$ cat src/sv/pbin_pkg.sv
`timescale 1ns / 1ps

package pbin_pkg;

  localparam int SUM_W        = 24;
  localparam int ROW_W        = 10;
  localparam int COL_W        = 10;
  localparam int FACTOR_CFG_W = 5;
  localparam int SIZE_CFG_W   = 11;
  localparam int CFG_IDX_W    = 2;
  localparam int OUT_ROWS_MAX = 1024;

  // Output queue: depth and the width of its fill count.
  localparam int OQ_DEPTH = 3;
  localparam int OQ_CNT_W = 2;

  localparam logic [CFG_IDX_W-1:0] REG_BIN_FACTOR = 2'd0;
  localparam logic [CFG_IDX_W-1:0] REG_OUT_ROWS   = 2'd1;
  localparam logic [CFG_IDX_W-1:0] REG_OUT_COLS   = 2'd2;

  // What the position tracker hands to the accumulate stage for one sample.
  typedef struct packed {
    logic             wr;        // end of a block sub-row: line entry is updated
    logic             first;     // first sub-row of the block row: entry is overwritten
    logic             emit;      // last sample of a block
    logic             last_pix;  // last pixel of the frame
    logic [ROW_W-1:0] row;
    logic [SUM_W-1:0] part;      // horizontal partial sum including this sample
  } step_t;

  typedef struct packed {
    logic [SUM_W-1:0] sum;
    logic [ROW_W-1:0] row;
    logic [COL_W-1:0] col;
    logic             last_pix;
  } pix_t;

endpackage

$ cat src/sv/pbin_outq.sv
`timescale 1ns / 1ps

module pbin_outq (
  input  logic                          clk,
  input  logic                          rst,
  input  logic                          push,
  input  pbin_pkg::pix_t                din,
  output logic                          out_valid,
  input  logic                          out_ready,
  output pbin_pkg::pix_t                dout,
  output logic [pbin_pkg::OQ_CNT_W-1:0] count
);

  import pbin_pkg::*;

  pix_t                q [OQ_DEPTH];
  logic [OQ_CNT_W-1:0] wptr, rptr;
  logic                pop;

  assign out_valid = (count != '0);
  assign pop       = out_valid && out_ready;
  assign dout      = q[rptr];

  always_ff @(posedge clk) begin
    if (rst) begin
      wptr  <= '0;
      rptr  <= '0;
      count <= '0;
    end else begin
      if (push) begin
        wptr <= (wptr == OQ_CNT_W'(OQ_DEPTH - 1)) ? '0 : wptr + OQ_CNT_W'(1);
      end
      if (pop) begin
        rptr <= (rptr == OQ_CNT_W'(OQ_DEPTH - 1)) ? '0 : rptr + OQ_CNT_W'(1);
      end
      if (push && !pop) begin
        count <= count + OQ_CNT_W'(1);
      end else if (pop && !push) begin
        count <= count - OQ_CNT_W'(1);
      end
    end
  end

  always_ff @(posedge clk) begin
    if (push) begin
      q[wptr] <= din;
    end
  end

endmodule

$ cat config.mk
export PLATFORM = sky130hd
export DESIGN_NAME = pbin_outq
export DESIGN_NICKNAME = d
export VERILOG_FILES = /design/src/sv/pbin_pkg.sv /design/src/sv/pbin_outq.sv
export SDC_FILE = /design/constraint.sdc
export NUM_CORES = 1
export LEC_CHECK = 0
export BUFFER_PORTS_ARGS = -buffer_cell sky130_fd_sc_hd__buf_4
export CAP_MARGIN = 20
export CORE_UTILIZATION = 30
export CTS_CLUSTER_DIAMETER = 60
export DETAILED_ROUTE_END_ITERATION = 8
export PLACE_DENSITY = 0.54
export SLEW_MARGIN = 5
export SYNTH_ARGS = -nofsm -noshare
export SYNTH_HDL_FRONTEND = slang
export SYNTH_SLANG_ARGS = --single-unit
$ cat constraint.sdc
create_clock -name clk -period 7.8 [get_ports clk]
set_input_delay 0.78 -clock clk [delete_from_list [all_inputs] [get_ports clk]]
set_output_delay 0.78 -clock clk [all_outputs]
set_load 0.005 [all_outputs]
# Yosys cells after proc, flatten, opt, wreduce, memory -nomap -nowiden
# Memory sizes are Yosys's and may differ from the RTL's. A register that Yosys moved wholly into a read port is not among the register bits.
# Cells that the tools add are included.
[word_totals] ff_bits=6 inputBits=49 mem_bits_rw=135 output_inout_bits=48 n_memories=1 word_cells=25
[memory_table] name="q" depth=3 width=45 rd=1 rd_clocked_by_memory_dff=1 wr=1 line="pbin_outq.sv:16" rtl="pix_t q [OQ_DEPTH];"
[op_classes] n_reduce_logical=7 n_eq_ne=2 addsub=4 mux=8
[ops] op="2-bit two-way mux" n=6
[ops] op="2-bit by 1-bit adder with 2-bit output, second input constant" n=3
[ops] op="2-bit == test, second input constant" n=2
[ops] op="2-bit nonzero test" n=2
[ops] op="1-bit logical AND" n=3
[ops] op="1-bit logical NOT" n=2
[ops] op="1-bit two-way mux" n=2
[ops] op="2-bit by 1-bit subtractor with 2-bit output, second input constant" n=1

# Longest topological paths before layout
# Gate-level depths: netlist (run 1).
[depth] ltp_word=5 depth_mapped=5 mapped_depth_nobuf=5

# Worst setup path before layout (run 1)
# Ideal clock, no wire load.
[synth_path] path_type="input to register" from="input port push" to="register wptr[0]" stages=3 path_slack_ps=3324 setup_time_ps=71 path_buffers=0 t_required_ps=7729 t_arrival_ps=4404 path_cell_list="inv_1 -> nor3_1 -> o21ba_2"
[synth_lines] element="from (decl)" line="pbin_outq.sv:6" rtl="input logic push,"
[synth_lines] element="to (signal assigned)" line="pbin_outq.sv:31" rtl="wptr <= (wptr == OQ_CNT_W'(OQ_DEPTH - 1)) ? '0 : wptr + OQ_CNT_W'(1);"
[synth_lines] element="to (decl)" line="pbin_outq.sv:17" rtl="logic [OQ_CNT_W-1:0] wptr, rptr;"

==> key figures, run 1 <==
Outcome
  • Status: finished, final reports clean

STA
  • RSZ-0062 raised after global routing: false
  • Crit path time final: 2756 ps
  • Rel. slew slack: 0.4069
  • Hold Fails Final Rpt: 0
  • Max Clk Rate: 0.3629 GHz
  • Final worst path period share: 0.3533
  • Final setup margin: 5044 ps
  • Worst Tran Pin Value: 889.7 ps
  • Setup Skew: 8.017 ps
  • Final Max Slew Viols: 0
  • Endpoints failing setup: 0
  • Fin Setup TNS: 0 ps

Worst setup path
  • Cell family with most CP delay: flip-flops
  • CP Depth: 3
  • Worst reg2reg path depth: 3
  • WP data required: 7020 ps
  • Worst stage delay on the critical path: 880 ps
  • Master of the slowest instance on the critical path: dfxtp_4
  • CP Class: flop to output pin
  • Highest net fanout along the worst path: 45
  • Crit end category: output pin
  • Critical-path cell list: mux2i_1 -> o21ai_0 -> buf_4
  • Crit path buf inv count: 1
  • Worst Setup Start Kind: flop
  • Arrival @ worst endpoint: 1980 ps

Logic synthesis
  • Synth Flop Type: edfxtp_1
  • FF+latch count, synth: 143
  • Post-synthesis cell area: 5301 um2
  • Mean Syn Cell Area: 16.72 um2
  • Number of flops mapped to enable cells by yosys: 135
  • Cells after Synth: 317
  • Post-synthesis cell type count: 23
  • Synthesized Nets: 367
  • Yosys warnings: 0
  • Synth async-reset ratio: 0
  • Sequential element share of the synthesized area: 0.7949

Pwr
  • Peak supply drop: 0.1785 mV
  • Total power: 2.095 mW
  • Switching power total: 480.8 uW
  • Part of the power in registers: 0.451
  • Pint: 1.614 mW
  • Pleak: 2.390 nW
  • Clock power frac: 0.400
  • Combinational fraction of design power: 0.148
  • Sw frac: 0.2295
  • Pwr per Cell Area: 303.0 nW/um2

Detailed routing
  • # DRC: 0
  • Detailed Routing Iterations Pass 1: 4
  • Via-to-Cell Ratio: 4.345
  • Routed Antenna Nets: 0
  • Via count: 2868
  • First DRT Iteration DRCs: 199
  • DR WL/cell: 15.17 um
  • Total Routed Length: 10010 um

Hold path
  • Worst hold stages: 2
  • Hold crit path type: flop to flop

Placement
  • Placed Cells: 628
  • Port Buffers: 96
  • GPL Wtd Cong: 0.6610
  • Dpl hpwl: 5826 um
  • Setup WS pre-CTS: 5401 ps

Global routing
  • First-pass GRT wire length: 15240 um
  • Total global routing overflow: 0
  • Initial antenna violation count: 0
  • Vias in the first global route: 2956
  • Largest net degree at the start of global routing: 91
  • GR Util All Layers: 0.1149

Clock network
  • # Post-CTS Setup Buffers: 0
  • Clk buf depth: 2
  • Clock sink count: 143
  • CTS clk-pin slew, worst paths: 60 ps
  • Worst skew pair latency: 410 ps
  • Clock root cell: clkbuf_16
  • TritonCTS clock tree: done
  • Htree depth: 4
  • CTS buffer count: 17
  • Post-CTS resize count: 0
  • Post-CTS Hold Fix Bufs: 0

Cells and area
  • P&R area growth vs syn: 30.45%
  • Number of antenna diodes: 0
  • Leading cell types in the layout, fill and taps excluded: edfxtp_1 (135), buf_4 (101), nand2_1 (48), o21ai_0 (46), mux2i_1 (45)
  • Register area: 4219 um2
  • Final #Nets: 472
  • Share of post-route cells with drive strength above 1: 0.3264
  • Fillcell total: 1593
  • Finished Layout Cells: 660
  • Most common cell after layout, fill and taps aside: edfxtp_1
  • Multi-input gate area: 1006 um2

Floorplanning
  • Core box area: 17300 um2
  • Num ports: 97
  • Rows: 48
  • Initial core utilization: 0.3065
  • Die Area: 18210 um2
  • Die X: 134.9 um
  • Die height: 134.9 um

Flow run
  • Max_cap viols: 0
[cells in the mapped netlist (2+ instances only)]
| cell type | count | area, um2 |
|---|---|---|
| clkbuf_1 | 9 | 33.78 |
| o21ai_0 | 46 | 230.2 |
| mux2i_1 | 45 | 450.4 |
| dfxtp_1 | 8 | 160.2 |
| nor2_1 | 3 | 11.26 |
| or3_1 | 2 | 12.51 |
| a21oi_1 | 3 | 15.01 |
| edfxtp_1 | 135 | 4054 |
| buf_6 | 4 | 45.04 |
| xor2_1 | 2 | 17.52 |
| nand2_1 | 48 | 180.2 |
[power by group through the flow]
stage / logic (mW) / registers [mW] / clock network, mW
floorplan: 0.190 / 0.917 / 0
CTS: 0.319 / 0.948 / 0.860
detailed placement: 0.318 / 0.963 / 0
finish: 0.311 / 0.945 / 0.839
global route: 0.342 / 0.952 / 0.891
global placement: 0.314 / 0.962 / 0
[layer usage]
metal  vias up  global-route usage  part of all wire
met1      1382              0.1377              0.45
met2        76              0.1827              0.48
met4         0             0.04869            0.0085
li1       1402                   -                 -
met5         -                   0                 0
met3         8             0.04617             0.065
[cells by family after synthesis]
group           share of synthesized area
compound gates                    0.05145
xor+xnor                         0.003305
fa+ha+maj                        0.002360
buf+inv                           0.01794
flops                              0.7949
mux                               0.08497
simple gates                      0.04508
[sequential cells by signal, indices dropped and copies added (netlist names), named ones only]
signal and count:
count 2, wptr 2, q 135, rptr 2
[through the flow]
step	hold WS, ps	cell area [um2]	util
floorplan	446.3	5301	-
global placement	450.2	6269	0.3624
detailed placement	478.0	6269	0.3624
CTS	487.1	6915	0.3998
global route	507.4	6915	0.3998
finish	483.1	6915	0.3998
[layout make-up]
class                           instances  share of cell area
Clock inverter                          5            0.003980
Multi-Input combinational cell        158              0.1455
Timing Repair Buffer                  101              0.1096
Sequential cell                       143              0.6101
Tap cell                              225             0.04071
Clock buffer                           27             0.08956
Inverter                                1           0.0005428
[tightest hold or removal path, cell delays in order, from the launching register on]
cell and delay [ps]:
dfxtp_1 310, nand2_1 70, a21oi_2 60
[worst paths after layout]
kind / startpoint / end / slack [ps]
max: flop / dout[12] / 5040
min: rptr[1]$_SDFFE_PP0P_ / flop / 480
max reg2reg: wptr[1]$_SDFFE_PP0P_ / q[2][2]$_DFFE_PP_ / 5980
min reg2reg: rptr[1]$_SDFFE_PP0P_ / flop / 480
No activity file was read; power rests on OpenSTA's default activity.
==> inputs of run 2 (changes only) <==
--- a/config.mk
+++ b/config.mk
@@ -5,6 +5,7 @@
 export SDC_FILE = /design/constraint.sdc
 export NUM_CORES = 1
 export LEC_CHECK = 0
+export ABC_AREA = 1
 export BUFFER_PORTS_ARGS = -buffer_cell sky130_fd_sc_hd__buf_4
 export CAP_MARGIN = 20
 export CORE_UTILIZATION = 30
==> constraint.sdc (replaced) <==
create_clock -name clk -period 2.9 [get_ports clk]
set_input_delay 0.29 -clock clk [delete_from_list [all_inputs] [get_ports clk]]
set_output_delay 0.29 -clock clk [all_outputs]
set_load 0.005 [all_outputs]
==> run 2 against run 1 <==
  * Synthesized cell count increased by 21%
  * Combinational power increased to 2.6 times the previous value
  * Worst hold slack got worse by 450 ps
  * First-iteration DRC count decreased by 24%
  * Clock skew increased by 1.3 ps
  * Count of clock-buffer cells in the layout decreased by 6
  * Die area increased by 1.5%
  * Area after synthesis increased by 1.5%
  * Non-clock buffer count increased by 2
  * Cell count increased by 10%
  * Sequential power increased to 2.6 times the previous value
  * Critical endpoint is now dout[9]
  * Largest cell class unchanged
==> key figures, run 2 <==
Logic synthesis
  • Mean Syn Cell Area: 14.01 um2 (was 16.72 um2)
  • Commonest cells in the netlist: edfxtp_1 (135), a21oi_1 (93), nand2_1 (56) (was edfxtp_1 (135), nand2_1 (48), o21ai_0 (46))
  • FF+latch count, synth: 143 (unchanged)
  • Largest cells by area after synthesis: edfxtp_1 (75%), a21oi_1 (8.6%), nand2_1 (3.9%), nor2_1 (3.5%), dfxtp_1 (3.0%) (was edfxtp_1 (76%), mux2i_1 (8.5%), o21ai_0 (4.3%), nand2_1 (3.4%), dfxtp_1 (3.0%))
  • Post-synthesis cell area: 5381 um2 (was 5301 um2)
  • Count leader, synth: edfxtp_1 (unchanged)
  • Compound-Gate Fraction of Synth Area: 0.09021 (was 0.05145)
  • Post-synthesis adder-cell area fraction: 0.002325 (was 0.002360)
  • Largest family of logic cells by synthesized area: compound AO/OA/AOI/OAI gates (was multiplexers)
  • Post-synthesis cell type count: 19 (was 23)
  • Number of flops mapped to enable cells by yosys: 135 (unchanged)
  • Yosys warnings: 0 (unchanged)
  • Cells after Synth: 384 (was 317)
  • Mux cell area share after synthesis: 0 (was 0.08497)
  • Sequential element share of the synthesized area: 0.7831 (was 0.7949)
  • Area share of and/or/nand/nor cells after synthesis: 0.07882 (was 0.04508)
  • Synthesized Nets: 434 (was 367)
  • Area leader, netlist: edfxtp_1 (unchanged)
  • Top cell type's share of synthesized area: 0.7533 (was 0.7647)
  • Xor and xnor fraction of the mapped netlist area: 0 (was 0.003304)
  • Synth Flop Type: edfxtp_1 (unchanged)
  • Synth async-reset ratio: 0 (unchanged)

Clock network
  • Post-CTS Hold Fix Bufs: 0 (unchanged)
  • TritonCTS clock tree: done (unchanged)
  • Clk buf depth: 2 (unchanged)
  • Worst skew pair latency: 420 ps (was 410 ps)
  • CTS clk-pin slew, worst paths: 70 ps (was 60 ps)
  • CTS buffer count: 17 (unchanged)
  • Clock sink count: 143 (unchanged)
  • Htree depth: 4 (unchanged)
  • # Post-CTS Setup Buffers: 0 (unchanged)
  • Clock root cell: clkbuf_16 (unchanged)
  • Post-CTS resize count: 0 (unchanged)

Detailed routing
  • Routed Antenna Nets: 0 (unchanged)
  • Total Routed Length: 11710 um (was 10010 um)
  • First DRT Iteration DRCs: 152 (was 199)
  • Via count: 3323 (was 2868)
  • DR WL/cell: 16.13 um (was 15.17 um)
  • Detailed Routing Iterations Pass 1: 6 (was 4)
  • # DRC: 0 (unchanged)
  • Via-to-Cell Ratio: 4.577 (was 4.345)

Worst setup path
  • Worst Setup Start Kind: flop (unchanged)
  • Arrival @ worst endpoint: 1940 ps (was 1980 ps)
  • Cell family with most CP delay: flip-flops (unchanged)
  • Critical-path cell list: buf_4 -> a21oi_1 -> a21oi_1 -> buf_4 (was mux2i_1 -> o21ai_0 -> buf_4)
  • Master of the slowest instance on the critical path: dfxtp_2 (was dfxtp_4)
  • Crit end category: output pin (unchanged)
  • CP Class: flop to output pin (unchanged)
  • Highest net fanout along the worst path: 22 (was 45)
  • WP data required: 2610 ps (was 7020 ps)
  • Reg2reg start: wptr[1]$_SDFFE_PP0P_ (unchanged)
  • Worst stage delay on the critical path: 660 ps (was 880 ps)
  • Crit path buf inv count: 2 (was 1)

STA
  • Final worst path period share: 0.7680
  • Rel. slew slack: 0.5221 (was 0.4069)
  • Max Clk Rate: 0.4490 GHz
  • Endpoints failing setup: 0 (unchanged)
  • Hold Fails Final Rpt: 0 (unchanged)
  • Fin Setup TNS: 0 ps (unchanged)
  • Final Max Slew Viols: 0 (unchanged)
  • Crit path time final: 2227 ps
  • RSZ-0062 raised after global routing: false (unchanged)
  • Worst Tran Pin Value: 716.8 ps (was 889.7 ps)
  • Setup Skew: 9.351 ps (was 8.017 ps)
  • Final setup margin: 672.7 ps (was 5044 ps)

Pwr
  • Pleak: 2.597 nW (was 2.390 nW)
  • Pwr per Cell Area: 777.5 nW/um2 (was 303.0 nW/um2)
  • Peak supply drop: 0.4072 mV (was 0.1785 mV)

Global routing
  • Global routing usage on met2: 0.2231 (was 0.1827)
  • Total global routing overflow: 0 (unchanged)
  • Busiest grt layer: met2 (unchanged)
  • Grt met1 use: 0.1569 (was 0.1377)
  • Met3 Track Usage GR: 0.04549 (was 0.04617)
  • Largest net degree at the start of global routing: 46 (was 91)
  • Initial antenna violation count: 0 (unchanged)
  • First-pass GRT wire length: 17920 um (was 15240 um)
  • GR Util All Layers: 0.1334 (was 0.1149)
  • Vias in the first global route: 3437 (was 2956)

Floorplanning
  • Core box area: 17420 um2 (was 17300 um2)
  • Rows: 48 (unchanged)
  • Die Area: 18480 um2 (was 18210 um2)
  • Die X: 135.9 um (was 134.9 um)
  • Initial core utilization: 0.3090 (was 0.3065)
  • Num ports: 97 (unchanged)
  • Die height: 135.9 um (was 134.9 um)

Hold path
  • Hold crit path type: input pin to flop (was flop to flop)
  • Worst hold start: rst (was rptr[1]$_SDFFE_PP0P_)

Cells and area
  • Share of post-route cells with drive strength above 1: 0.2834 (was 0.3264)
  • Number of antenna diodes: 0 (unchanged)
  • Leading cell types in the layout, fill and taps excluded: edfxtp_1 (135), buf_4 (103), a21oi_1 (93), nand2_1 (56), nor2_1 (50) (was edfxtp_1 (135), buf_4 (101), nand2_1 (48), o21ai_0 (46), mux2i_1 (45))
  • Finished Layout Cells: 726 (was 660)
  • Multi-input gate area: 933.4 um2 (was 1006 um2)
  • Final #Nets: 538 (was 472)
  • Register area: 4217 um2 (was 4219 um2)
  • Fillcell total: 1658 (was 1593)
  • P&R area growth vs syn: 27.27% (was 30.45%)
  • Most common cell after layout, fill and taps aside: edfxtp_1 (unchanged)
  • Top reg by flops: q (unchanged)
  • Max reg flops: 135 (unchanged)

Flow run
  • Max_cap viols: 0 (unchanged)

Placement
  • Placed Cells: 694 (was 628)
  • Port Buffers: 96 (unchanged)
  • Setup WS pre-CTS: 1133 ps (was 5401 ps)
  • Dpl hpwl: 6623 um (was 5826 um)
  • GPL Wtd Cong: 0.6817 (was 0.6610)

Outcome
  • Status: finished, final reports clean (unchanged)
==> run 2: kinds of logic (layout without fill, tap and decap cells) <==
| kind of cell | Yosys count | in the layout |
|---|---|---|
| flip-flops | 143 | 143 |
| AND/OR/NAND/NOR | 111 | 111 |
| AO/OA/AOI/OAI | 96 | 96 |
| buffers and inverters | 33 | 150 |
| adder cells (fa/ha/maj) | 1 | 1 |
==> run 2: per-layer routing <==
metal | up-vias | share of wire | wire length (um)
li1 | 1594 | - | -
met1 | 1638 | 0.43 | 4984
met2 | 76 | 0.50 | 5883
met3 | 15 | 0.057 | 671
met4 | 0 | 0.014 | 167
met5 | - | 0 | 0
==> run 2: layout make-up <==
class,count,share of cell area
clock buffer,21,0.07344
clock inverter,11,0.01060
inverter,15,0.01005
multi-input combinational,208,0.1363
sequential,143,0.6156
tap,225,0.04110
timing repair buffer,103,0.1129
==> run 2: final timing paths <==
kind         depth (start not counted)  slack, ps                   end
max                                  4        670               dout[9]
min                                  2         40  wptr[0]$_SDFFE_PP0P_
max reg2reg                          4       1290    q[0][29]$_DFFE_PP_
min reg2reg                          2        470  wptr[1]$_SDFFE_PP0P_
==> run 2: stage by stage <==
stage	utilization	power, mW	hold WS (ps)	instance area [um2]
after floorplan	-	2.883	359.1	5386
after global placement	0.3602	3.281	446.9	6274
after detailed placement	0.3602	3.296	463.0	6274
after CTS	0.3932	5.388	20.23	6849
after global routing	0.3932	5.558	20.77	6849
final	0.3932	5.325	37.24	6849
==> run 2: report_power, final <==
group | total (mW) | internal (mW) | switching, mW
sequential | 2.42 | 2.37 | 0.0542
clock | 2.09 | 1.24 | 0.846
combinational | 0.811 | 0.375 | 0.436
total | 5.32 | 3.99 | 1.34
