### src/sv/pbin_pkg.sv
`timescale 1ns / 1ps

package pbin_pkg;

  localparam int SUM_W        = 24;
  localparam int ROW_W        = 10;
  localparam int COL_W        = 10;
  localparam int FACTOR_CFG_W = 5;
  localparam int SIZE_CFG_W   = 11;
  localparam int CFG_IDX_W    = 2;
  localparam int OUT_ROWS_MAX = 1024;

  // Output queue: depth and the width of its fill count.
  localparam int OQ_DEPTH = 3;
  localparam int OQ_CNT_W = 2;

  localparam logic [CFG_IDX_W-1:0] REG_BIN_FACTOR = 2'd0;
  localparam logic [CFG_IDX_W-1:0] REG_OUT_ROWS   = 2'd1;
  localparam logic [CFG_IDX_W-1:0] REG_OUT_COLS   = 2'd2;

  // What the position tracker hands to the accumulate stage for one sample.
  typedef struct packed {
    logic             wr;        // end of a block sub-row: line entry is updated
    logic             first;     // first sub-row of the block row: entry is overwritten
    logic             emit;      // last sample of a block
    logic             last_pix;  // last pixel of the frame
    logic [ROW_W-1:0] row;
    logic [SUM_W-1:0] part;      // horizontal partial sum including this sample
  } step_t;

  typedef struct packed {
    logic [SUM_W-1:0] sum;
    logic [ROW_W-1:0] row;
    logic [COL_W-1:0] col;
    logic             last_pix;
  } pix_t;

endpackage

### src/sv/pbin_ctrl.sv
`timescale 1ns / 1ps

module pbin_ctrl #(
  parameter int MAX_OUT_COLS = 1024,
  parameter int MAX_FACTOR   = 16,
  parameter int SAMPLE_BITS  = 16
) (
  input  logic                                                     clk,
  input  logic                                                     rst,
  input  logic                                                     accept,
  input  logic [SAMPLE_BITS-1:0]                                   sample,
  input  logic                                                     frame_start,
  input  logic [pbin_pkg::FACTOR_CFG_W-1:0]                        bin_factor,
  input  logic [pbin_pkg::SIZE_CFG_W-1:0]                          out_rows,
  input  logic [pbin_pkg::SIZE_CFG_W-1:0]                          out_cols,
  output logic [(MAX_OUT_COLS > 1 ? $clog2(MAX_OUT_COLS) : 1)-1:0] col,
  output pbin_pkg::step_t                                          step
);

  import pbin_pkg::*;

  localparam int AW  = MAX_OUT_COLS > 1 ? $clog2(MAX_OUT_COLS) : 1;
  localparam int FW  = MAX_FACTOR > 1 ? $clog2(MAX_FACTOR) : 1;
  localparam int FCW = $clog2(MAX_FACTOR + 1);
  localparam int FEW = FCW > FACTOR_CFG_W ? FCW : FACTOR_CFG_W;
  localparam int CCW = $clog2(MAX_OUT_COLS + 1);
  localparam int CEW = CCW > SIZE_CFG_W ? CCW : SIZE_CFG_W;

  logic [FW-1:0]         sub_col, sub_col_next, sc;
  logic [FW-1:0]         sub_row, sub_row_next, sr;
  logic [AW-1:0]         out_col, out_col_next, oc;
  logic [ROW_W-1:0]      out_row, out_row_next, orow;
  logic [SUM_W-1:0]      row_partial, row_partial_next, part;
  logic [FEW-1:0]        f_raw, f_eff;
  logic [CEW-1:0]        c_raw, c_eff;
  logic [SIZE_CFG_W-1:0] r_eff;
  logic                  end_sub, last_row, col_last, row_last;

  always_comb begin
    // Register values out of range act as the nearest legal value.
    f_raw = FEW'(bin_factor);
    if (f_raw == '0) begin
      f_eff = FEW'(1);
    end else if (f_raw > FEW'(MAX_FACTOR)) begin
      f_eff = FEW'(MAX_FACTOR);
    end else begin
      f_eff = f_raw;
    end
    c_raw = CEW'(out_cols);
    if (c_raw == '0) begin
      c_eff = CEW'(1);
    end else if (c_raw > CEW'(MAX_OUT_COLS)) begin
      c_eff = CEW'(MAX_OUT_COLS);
    end else begin
      c_eff = c_raw;
    end
    if (out_rows == '0) begin
      r_eff = SIZE_CFG_W'(1);
    end else if (out_rows > SIZE_CFG_W'(OUT_ROWS_MAX)) begin
      r_eff = SIZE_CFG_W'(OUT_ROWS_MAX);
    end else begin
      r_eff = out_rows;
    end

    // A frame start places this very sample at position zero.
    sc   = frame_start ? '0 : sub_col;
    sr   = frame_start ? '0 : sub_row;
    oc   = frame_start ? '0 : out_col;
    orow = frame_start ? '0 : out_row;

    part = (sc == '0) ? SUM_W'(sample) : row_partial + SUM_W'(sample);

    end_sub  = !((FEW'(sc) + FEW'(1)) < f_eff);
    last_row = !((FEW'(sr) + FEW'(1)) < f_eff);
    col_last = !((CEW'(oc) + CEW'(1)) < c_eff);
    row_last = !((SIZE_CFG_W'(orow) + SIZE_CFG_W'(1)) < r_eff);

    sub_col_next     = sc;
    sub_row_next     = sr;
    out_col_next     = oc;
    out_row_next     = orow;
    row_partial_next = part;
    if (!end_sub) begin
      sub_col_next = sc + FW'(1);
    end else begin
      sub_col_next     = '0;
      row_partial_next = '0;
      if (!col_last) begin
        out_col_next = oc + AW'(1);
      end else begin
        out_col_next = '0;
        if (!last_row) begin
          sub_row_next = sr + FW'(1);
        end else begin
          sub_row_next = '0;
          out_row_next = row_last ? '0 : orow + ROW_W'(1);
        end
      end
    end

    step.wr       = end_sub;
    step.first    = (sr == '0);
    step.emit     = end_sub && last_row;
    step.last_pix = row_last && col_last;
    step.row      = orow;
    step.part     = part;
    col           = oc;
  end

  always_ff @(posedge clk) begin
    if (rst) begin
      sub_col     <= '0;
      sub_row     <= '0;
      out_col     <= '0;
      out_row     <= '0;
      row_partial <= '0;
    end else if (accept) begin
      sub_col     <= sub_col_next;
      sub_row     <= sub_row_next;
      out_col     <= out_col_next;
      out_row     <= out_row_next;
      row_partial <= row_partial_next;
    end
  end

endmodule

### config.mk
export PLATFORM = sky130hd
export DESIGN_NAME = pbin_ctrl
export DESIGN_NICKNAME = d
export VERILOG_FILES = /design/src/sv/pbin_pkg.sv /design/src/sv/pbin_ctrl.sv
export SDC_FILE = /design/constraint.sdc
export NUM_CORES = 1
export LEC_CHECK = 0
export BUFFER_PORTS_ARGS = -buffer_cell sky130_fd_sc_hd__buf_2
export CORE_ASPECT_RATIO = 0.75
export CORE_MARGIN = 5
export CORE_UTILIZATION = 35
export DETAILED_ROUTE_END_ITERATION = 6
export PLACE_DENSITY = 0.51
export SLEW_MARGIN = 20
export SYNTH_ARGS = -nofsm -noshare
export SYNTH_HDL_FRONTEND = slang
export SYNTH_SLANG_ARGS = --single-unit
### constraint.sdc
create_clock -name clk -period 12.5 [get_ports clk]
set_clock_uncertainty 0.1 [all_clocks]
set_input_delay 2.5 -clock clk [delete_from_list [all_inputs] [get_ports clk]]
set_output_delay 2.5 -clock clk [all_outputs]
set_load 0.05 [all_outputs]
-- After elaboration in Yosys (flattened, before gate mapping)
Cells that the tools add are included.
- register bits after elaboration: 52
- input port bits: 47
- output and inout bits: 48
- logic and storage cells: 54
- multiplexer cells: 22
- reductions and logical operators: 11
- magnitude comparators: 7
- add/sub/neg operators: 9
- operators by type and width (kind ; count):
    10-bit two-way mux ; 8
    24-bit two-way mux ; 2
    11-bit two-way mux ; 4
    24-bit by 16-bit adder with 24-bit output ; 1
    4-bit two-way mux ; 6
    10-bit by 1-bit adder with 11-bit output (second input constant) ; 2
    11-bit greater-than comparator (second input constant) ; 2
    11-bit logical NOT ; 2
    11-bit < comparator ; 2
    10-bit by 1-bit adder with 10-bit output (second input constant) ; 2
    4-bit by 1-bit adder with 5-bit output (second input constant) ; 2
    5-bit < comparator ; 2
    5-bit two-way mux ; 2
    4-bit by 1-bit adder with 4-bit output (second input constant) ; 2
    4-bit logical NOT ; 2
    5-bit greater-than comparator (second input constant) ; 1
    5-bit logical NOT ; 1
    1-bit logical NOT ; 4
    1-bit logical AND ; 2

-- Depth between registers and ports, before layout
Gate-level depths: netlist of the first run.
- depth in word-level cells: 8
- gate-level depth with buffers: 18
- gate-level depth less buffers: 15

-- Worst setup path after synthesis of the first run
OpenSTA, ideal clock, no wires.
- kind: input to output
- start point: in frame_start
- end point: out step[34] (netlist name)
- stages: 15
- slack: 3669 ps
- data arrival time: 6231 ps
- path buffers: 3
- required time: 9900 ps
- cells stage by stage: buf_2 > buf_1 > clkbuf_1 > nor2b_1 > ha_1 > nand3_1 > nor2_1 > nand3_1 > xnor2_1 > ha_1 > and4_1 > o2111a_1 > o21ai_1 > nand2_4 > and2_1
- RTL lines (item ; line ; text):
    start, declared ; pbin_ctrl.sv:12 ; input logic frame_start,
    end, declared ; pbin_ctrl.sv:17 ; output pbin_pkg::step_t step

==> results of run 1 <==
[routing by layer]
metal | GRT usage | routed length, µm
met1 | 0.229 | 6540
met2 | 0.246 | 5320
met3 | 0.0283 | 505
met4 | 0.0342 | 147
met5 | 0 | 0
[how the worst min path moves through the flow]
stage                          end  slack (ns)
floorplan               out_col[0]        0.34
global placement    row_partial[0]        0.36
detailed placement      out_col[0]        0.36
CTS                     out_col[0]        0.37
global route            out_row[6]        0.40
finish                  out_col[0]        0.37
[state kept, by name (all words and copies together) (netlist names)]
| register | cells |
|---|---|
| sub_row | 4 |
| out_row | 10 |
| out_col | 10 |
| sub_col | 4 |
| row_partial | 24 |
[cell usage in the layout (no fill, tap or decap), drive strengths merged, types with 12 or more instances in the layout]
| cell type | synthesis | layout |
|---|---|---|
| buf | 10 | 95 |
| a21oi | 36 | 36 |
| xor2 | 16 | 16 |
| ha | 50 | 50 |
| xnor2 | 21 | 21 |
| nand3 | 28 | 28 |
| and3 | 12 | 12 |
| a22oi | 12 | 12 |
| a22o | 12 | 12 |
| nor2b | 17 | 17 |
| o21ai | 36 | 36 |
| inv | 27 | 27 |
| nor2 | 58 | 58 |
| dfxtp | 52 | 52 |
| nand2 | 71 | 71 |
| nor3 | 15 | 15 |
[critical path: stages]
cell and delay [ns]:
buf_2 0.60, nor2b_1 0.21, ha_1 0.31, nand3_1 0.14
nor2_1 0.09, xor2_1 0.18, ha_1 0.31, and3_1 0.21
a221o_1 0.34, a211oi_4 0.31, nand2_4 0.14, and2_1 0.19
buf_2 0.20
[cells in the mapped netlist, drive strengths merged (6+ instances only)]
cell type,instances
a32o,6
or3,8
a31oi,9
nand3,28
o21ai,36
inv,27
nand2,71
nor2,58
a22o,12
xnor2,21
xor2,16
ha,50
nor3,15
dfxtp,52
nand2b,9
clkbuf,10
a21o,9
a22oi,12
and3,12
a211oi,8
buf,10
a21oi,36
nor2b,17
[area by class of cell]
type / instances / area [µm²] / share of cell area
tap: 171 / 214 / 0.0404
inverter: 29 / 109 / 0.0206
clock inverter: 1 / 7.51 / 0.00142
sequential: 52 / 1040 / 0.197
timing repair buffer: 95 / 478 / 0.0903
clock buffer: 7 / 143 / 0.0270
multi-input combinational: 483 / 3300 / 0.624
[cell families (layout without fill, tap and decap cells)]
group | after synthesis | in the layout
adder cells (fa/ha/maj) | 51 | 51
AND/OR/NAND/NOR | 235 | 235
XOR/XNOR | 37 | 37
flip-flops | 52 | 52
AO/OA/AOI/OAI | 160 | 160
buffers and inverters | 49 | 132
[power groups by stage]
stage	registers, µW	logic, µW	clock network, µW
after detailed placement	178	124	0
after global routing	175	137	157
after CTS	174	124	151
after floorplan	177	92.2	0
final	174	124	145
after global placement	178	122	0
[through the flow]
stage                     instance area (µm²)  total power, µW  cells
after floorplan                          4530              269    584
after global placement                   5140              300    830
after detailed placement                 5140              302    830
after CTS                                5290              450    838
after global routing                     5290              468    838
final                                    5290              443    838
==> impl_metrics.ini, run 1 <==
[sta]
setup_tns_ns = 0
setup_ws_ns = 4.19
slew_headroom = 0.407
hold_viol_final = 0
drv_slew = 0
final.period_utilization = 0.665
worst_hold_slack_ns = 0.368
period_needed_ns = 8.31
rsz0062_at_grt = no
fmax_mhz = 120
worst_slew_pin_slew_ns = 0.889
setup_viol = 0

[synthesis]
synth_cells = 584
avgSynthCellArea_um2 = 7.76
yosys.area_share.xor_xnor = 0.0715
syn_area_mm2 = 0.00453
ys_types = 74
synth_top_area_frac = 0.230
synth-seq-cells = 52
async_flop_share = 0
synthMuxAreaShare = 0
synth_warnings = 0
synthesis.nets = 682
synthSimpleGateAreaFrac = 0.259
ys_top_cells_by_area = dfxtp_1, ha_1, nand2_1, nor2_1, xnor2_1
synth-seq-area-share = 0.230
yosys.area_share.adder = 0.142
synth_compound_area_frac = 0.254
synth_edf_count = 0
ys.flop_type = dfxtp_1
yosysTopAreaCell = dfxtp_1
synth_top_family_by_area = simple AND/OR/NAND/NOR gates

[critical_path]
cp.arrival_ns = 5.71
crit_path_end_kind = output pin
reg2reg_slack_ns = 8.88
cp-endpoint = step[34]
critPathMaxFanout = 43
crit_path_start_kind = primary input
worstPathRequired_ns = 9.90
r2r-end = row_partial[18]
critical_path_class = primary input to output pin
crit_start = frame_start
r2r_start = sub_col[0]
ff2ff_path_depth = 13

[detailed_routing]
first_pass_iters = 7
drcViolationCount = 0
drt-initial-drc-count = 232
viasPerCell = 5.24
wl_um = 12500
via_count = 4393
ant_nets = 0
wire_per_inst_um = 14.9

[min_path]
hold_path_depth = 2
hp-start = out_col[0]
hp-class = register to register

[cts]
clk_pin_slew_ns = 0.07
htreeDepth = 2
cts_inserted_buffers = 5
cts_buffer_depth = 2
cts_hold_buf = 0
cts.sinks = 52
ctsResizeCount = 0
cts_setup_buffers = 0
cts_tree = yes
insertion_delay_ns = 0.30
cts-root-buf = clkbuf_16

[power]
vdd_ir_drop_max_mv = 0.0540
p_switching_uw = 152
power.leakage_uw = 0.00238
p_comb_frac = 0.280
p_sw_frac = 0.342
seq_power_share = 0.393
power_frac_clock = 0.326
p_per_area_mw_per_mm2 = 83.7
intPower_uw = 291

[floorplanning]
die_x_um = 141
io_pins = 95
die_area_mm2 = 0.0154
initial_core_util = 0.353
core_mm2 = 0.0128
die_y_um = 109
fp-row-count = 36

[cells_and_area]
finalNetCount = 764
syn2layout_area_growth_pct = 16.7
n_fill_cell = 1334
final_core_util = 0.412
drive_gt1_frac = 0.205
antenna_cells = 0

[placement]
dp_slack_ns = 4.17
dp_hpwl_um = 9860
gp_congestion = 0.866
portBuffers = 94

[status]
status = complete, no violations

[global_routing]
grt_first_pass_wirelength_um = 20300
grt-ovfl-total = 0
grt_use_total = 0.158
grt_pass1_vias = 4195
grt_max_degree = 44
grt_antenna_before_repair = 0

[run]
maxCapViolCount = 0
Power figures use the tool's default switching activity.
==> run 2: changes to the inputs <==
- ABC_AREA: not set -> 1
- PLACE_DENSITY: 0.51 -> 0.53
- clock period: 12.5 -> 7.6 ns (I/O delays scaled with it)
==> run 2 against run 1 <==
Against the previous run:
- count of clock-buffer cells in the layout fell by 1
- final area rose by 9.5%
- cell count rose by 30%
- combinational power rose by 130%
- synthesized cell count rose by 39%
- sequential cell count did not move
- synthesized area rose by 12%
==> impl_metrics.ini, run 2 <==
[synthesis]
syn_area_mm2 = 0.00505
synth-seq-cells = 52
synth_edf_count = 0
synth_warnings = 0
ys.flop_type = dfxtp_1
async_flop_share = 0
synth_top_area_frac = 0.206
yosysTopAreaCell = dfxtp_1
avgSynthCellArea_um2 = 6.23
synth.most_common_cell = nand2_1
synth_commonest_cells = nand2_1, a21oi_1, inv_1
synthesis.nets = 909
synth_cells = 811
synth-seq-area-share = 0.206
ys_types = 46
ys_top_cells_by_area = dfxtp_1, nand2_1, ha_1, a21oi_1, inv_1

[cells_and_area]
drive_gt1_frac = 0.172
largest_reg_flops = 24
antenna_cells = 0
n_fill_cell = 1615
final_cell_mix = nand2_1, a21oi_1, buf_2
max_flop_register = row_partial
largestRegisters = row_partial: 24 flops, out_col: 10 flops, out_row: 10 flops
seqCellArea_mm2 = 0.00104
final_common_cell = nand2_1
finalNetCount = 990
syn2layout_area_growth_pct = 14.7
multi_input_area_mm2 = 0.00352
final_core_util = 0.405

[global_routing]
grt-ovfl-total = 0
grt_max_degree = 51
grt_pass1_vias = 4920
grt_antenna_before_repair = 0
grt_use_total = 0.174
grt_first_pass_wirelength_um = 24800

[sta]
hold_viol_final = 0
final.period_utilization = 0.783
worst_slew_pin_slew_ns = 0.876
slew_headroom = 0.411
setup_tns_ns = 0
setup_viol = 0
rsz0062_at_grt = no
drv_slew = 0
period_needed_ns = 5.95
fmax_mhz = 168

[floorplanning]
die_area_mm2 = 0.0170
io_pins = 95
die_x_um = 149
fp-row-count = 38
die_y_um = 114
core_mm2 = 0.0143
initial_core_util = 0.353

[cts]
htreeDepth = 2
cts_buffer_depth = 2
ctsResizeCount = 0
cts_setup_buffers = 0
cts-root-buf = clkbuf_16
cts_inserted_buffers = 5
cts_tree = yes
cts.sinks = 52
clk_pin_slew_ns = 0.07
insertion_delay_ns = 0.29
cts_hold_buf = 0

[placement]
dp_hpwl_um = 11400
portBuffers = 94
gp_congestion = 0.842

[critical_path]
worstPathRequired_ns = 5.98
critPathMaxFanout = 21
r2r-end = out_col[6]
crit_path_start_kind = primary input
crit_path_end_kind = output pin
r2r_start = out_col[0]
critical_path_class = primary input to output pin
reg2reg_slack_ns = 4.40
ff2ff_path_depth = 17
cp.arrival_ns = 4.33

[min_path]
min_to = sub_col[1]
hp-start = sub_col[1]
hold_path_depth = 2
hp-class = register to register

[power]
vdd_ir_drop_max_mv = 0.0851
p_per_area_mw_per_mm2 = 138
power.leakage_uw = 0.00280

[detailed_routing]
drt-initial-drc-count = 281
ant_nets = 0
first_pass_iters = 7
via_count = 5259
wire_per_inst_um = 13.5
viasPerCell = 4.82
drcViolationCount = 0
wl_um = 14800

[status]
status = complete, no violations

[run]
maxCapViolCount = 0
-- run 2: cell types whose count changed after synthesis, sizes merged, moves of 9 or more --
cell	before	now
a21oi	36	98
a22o	12	0
a22oi	12	2
and3	12	0
inv	27	94
nand2	71	247
nand2b	9	0
nand3	28	38
nand4	2	11
nor2	58	78
nor2b	17	0
o21ai	36	50
xnor2	21	9
-- run 2: layout make-up --
cell class	count	area share
Multi-Input combinational cell	641	0.607
Sequential cell	52	0.180
Clock inverter	1	0.000864
Tap cell	200	0.0432
Inverter	95	0.0620
Clock buffer	6	0.0222
Timing Repair Buffer	97	0.0851
-- run 2: cells by family (layout without fill, tap and decap cells) --
group	count (synthesis)	in the layout	share of synthesized area
AO/OA/AOI/OAI	166	166	0.177
buffers and inverters	118	199	0.0985
adder cells (fa/ha/maj)	51	51	0.128
XOR/XNOR	24	24	0.0431
flip-flops	52	52	0.206
AND/OR/NAND/NOR	400	400	0.347
-- run 2: report_power, final --
group / switching (µW) / total (µW) / internal, µW / leakage (µW)
clock: 105 / 225 / 120 / 0.0000667
combinational: 198 / 279 / 81.2 / 0.00231
sequential: 8.41 / 295 / 286 / 0.000425
-- run 2: stage by stage --
step	cell area, µm²	hold WS, ns	power, µW	worst slack (ns)	instances
finish	5800	0.366	799	1.65	1092
detailed placement	5660	0.357	578	1.65	1085
floorplan	5050	0.345	508	1.47	811
global placement	5660	0.355	580	1.71	1085
global route	5800	0.381	854	1.37	1092
CTS	5800	0.368	807	1.64	1092
-- run 2: routing by layer --
layer	track usage	up-vias	wire (µm)
li1	-	2814	-
met3	0.0245	6	536
met2	0.242	101	5520
met5	0	-	0
met1	0.288	2338	8670
met4	0.0183	0	64
-- run 2: worst max path at each step --
stage / startpoint / end / cells after the start
global placement: frame_start / step[34] / 15
finish: frame_start / step[34] / 15
global route: frame_start / step[34] / 16
CTS: frame_start / step[34] / 15
detailed placement: frame_start / step[34] / 15
floorplan: frame_start / step[34] / 15
-- run 2: worst max-delay path, cell delays in order --
cell and delay (ns):
buf_2 0.30, nor2_4 0.30, ha_1 0.22, nand3_1 0.16, nor4_2 0.26, xor2_1 0.20
inv_1 0.06, ha_1 0.29, nand4_1 0.12, a31oi_1 0.20, nor3_1 0.08, nand2_2 0.21
nand2_1 0.09, inv_1 0.05, buf_2 0.25
==> run 3: changes to the inputs <==
- ABC_AREA: 1 -> 0
- PLACE_DENSITY: 0.53 -> 0.51
- clock period: 7.6 -> 5.7 ns (I/O delays scaled with it)
==> run 3 against run 2 <==
Against the previous run:
- first-iteration DRC count is 22% lower
- global-route usage is 1.2 points lower
- sequential cell count stayed put
- routed wire length is 13% lower
- non-clock buffer count is 6 higher
- die area is 9.5% lower
- count of clock-buffer cells in the layout is 1 lower
- largest cell class unchanged
- sequential power is 29% higher
==> impl_metrics.ini, run 3 (synthesis results as in run 1) <==
[cells_and_area]
drive_gt1_frac = 0.217
final_common_cell = buf_2
antenna_cells = 0
design_area_mm2 = 0.00537
largest_reg_flops = 24
finalNetCount = 772
max_flop_register = row_partial
n_fill_cell = 1334
largestRegisters = row_partial: 24 flops, out_col: 10 flops, out_row: 10 flops
syn2layout_area_growth_pct = 18.5
multi_input_area_mm2 = 0.00331
seqCellArea_mm2 = 0.00104
final_cell_mix = buf_2, nand2_1, nor2_1

[sta]
rsz0062_at_grt = no
slew_headroom = 0.451
setup_viol = 0
period_needed_ns = 5.26
fmax_mhz = 190
final.period_utilization = 0.923
drv_slew = 0
hold_viol_final = 0
setup_ws_ns = 0.437
setup_tns_ns = 0
worst_slew_pin_slew_ns = 0.824
worst_hold_slack_ns = 0.362

[global_routing]
grt_use_total = 0.163
grt_first_pass_wirelength_um = 20600
grt_antenna_before_repair = 0
grt_max_degree = 29
grt-ovfl-total = 0
grt_pass1_vias = 4189

[min_path]
hp-class = register to register
hp-start = out_col[0]

[cts]
cts_inserted_buffers = 5
htreeDepth = 2
insertion_delay_ns = 0.29
cts_hold_buf = 0
ctsResizeCount = 0
cts_buffer_depth = 2
clk_pin_slew_ns = 0.07
cts_setup_buffers = 0
cts.sinks = 52
cts-root-buf = clkbuf_16
cts_tree = yes

[detailed_routing]
first_pass_iters = 4
dr.max_layer_used = met4
wl_met1_um = 6600
viasPerCell = 5.30
wl_met2_um = 5560
ant_nets = 0
drt-initial-drc-count = 219
wire_per_inst_um = 15.2
dr_wl_met3_um = 601
drcViolationCount = 0
via_count = 4470
wl_um = 12900

[power]
total_power_uw = 1000
power.leakage_uw = 0.00243
vdd_ir_drop_max_mv = 0.109
p_per_area_mw_per_mm2 = 186

[critical_path]
ff2ff_path_depth = 14
critical_path_class = primary input to output pin
cp-endpoint = step[34]
critPathMaxFanout = 11
crit_path_end_kind = output pin
crit_path_start_kind = primary input
cp.arrival_ns = 4.02
crit_start = frame_start
slowest_delay_ns = 0.34
cp_cell_sequence = buf_2 > nor2b_1 > ha_1 > nand3_1 > nor2_1 > xor2_1 > ha_1 > and3_1 > a221o_1 > a211oi_4 > nand2_4 > and2_1 > buf_2
crit_slowest_cell = a221o_1
reg2reg_slack_ns = 2.19
r2r-end = out_row[4]
worstPathRequired_ns = 4.46
r2r_start = out_col[0]

[placement]
dp_slack_ns = 0.426
place_area_mm2 = 0.00521
portBuffers = 94
gp_congestion = 0.855
dp_hpwl_um = 9990

[floorplanning]
die_area_mm2 = 0.0154
io_pins = 95
die_x_um = 141
core_mm2 = 0.0128
die_y_um = 109
initial_core_util = 0.353
fp-row-count = 36

[run]
maxCapViolCount = 0

[status]
status = complete, no violations
[run 3: changes by cell type in the layout (fill, tap and decap cells not counted), sizes merged, moves of 14 or more]
cell,before,now
a21oi,98,36
o21ai,50,36
nor2,78,58
nand2,247,71
inv,94,27
nor2b,0,17
[run 3: per-layer routing]
layer	up-vias	GRT usage
met4	0	0.0308
met5	-	0
met1	2072	0.244
li1	2293	-
met3	6	0.0314
met2	99	0.243
[run 3: metrics by stage]
step | std cells | util
finish | 844 | 0.418
global route | 844 | 0.418
CTS | 844 | 0.418
detailed placement | 838 | 0.406
global placement | 838 | 0.406
floorplan | 584 | -
[run 3: worst min-delay path by stage]
stage	to	cells after the start
after CTS	out_col[0]	2
after global routing	out_col[0]	2
final	out_col[0]	2
after global placement	out_col[0]	2
after floorplan	out_col[0]	2
after detailed placement	out_col[0]	2
[run 3: power by group]
group          leakage [µW]  switching (µW)  total (µW)  internal, µW
sequential         0.000422            8.54         382           374
combinational       0.00193             184         278          94.1
clock             0.0000757             138         341           203
[run 3: final cells by class]
| type | instances | area share |
|---|---|---|
| Multi-Input combinational cell | 483 | 0.617 |
| Sequential cell | 52 | 0.194 |
| Timing Repair Buffer | 103 | 0.100 |
| Tap cell | 171 | 0.0398 |
| Clock buffer | 5 | 0.0233 |
| Inverter | 29 | 0.0203 |
| Clock inverter | 1 | 0.00559 |
[run 3: critical path: cells and delay by family]
family	cells	cell delay, ns
and+or+nand+nor	6	1.07
AOI/OAI and AO/OA	2	0.64
adders and majority gates	2	0.53
buffers and inverters	2	0.40
xor gates and xnor gates	1	0.23
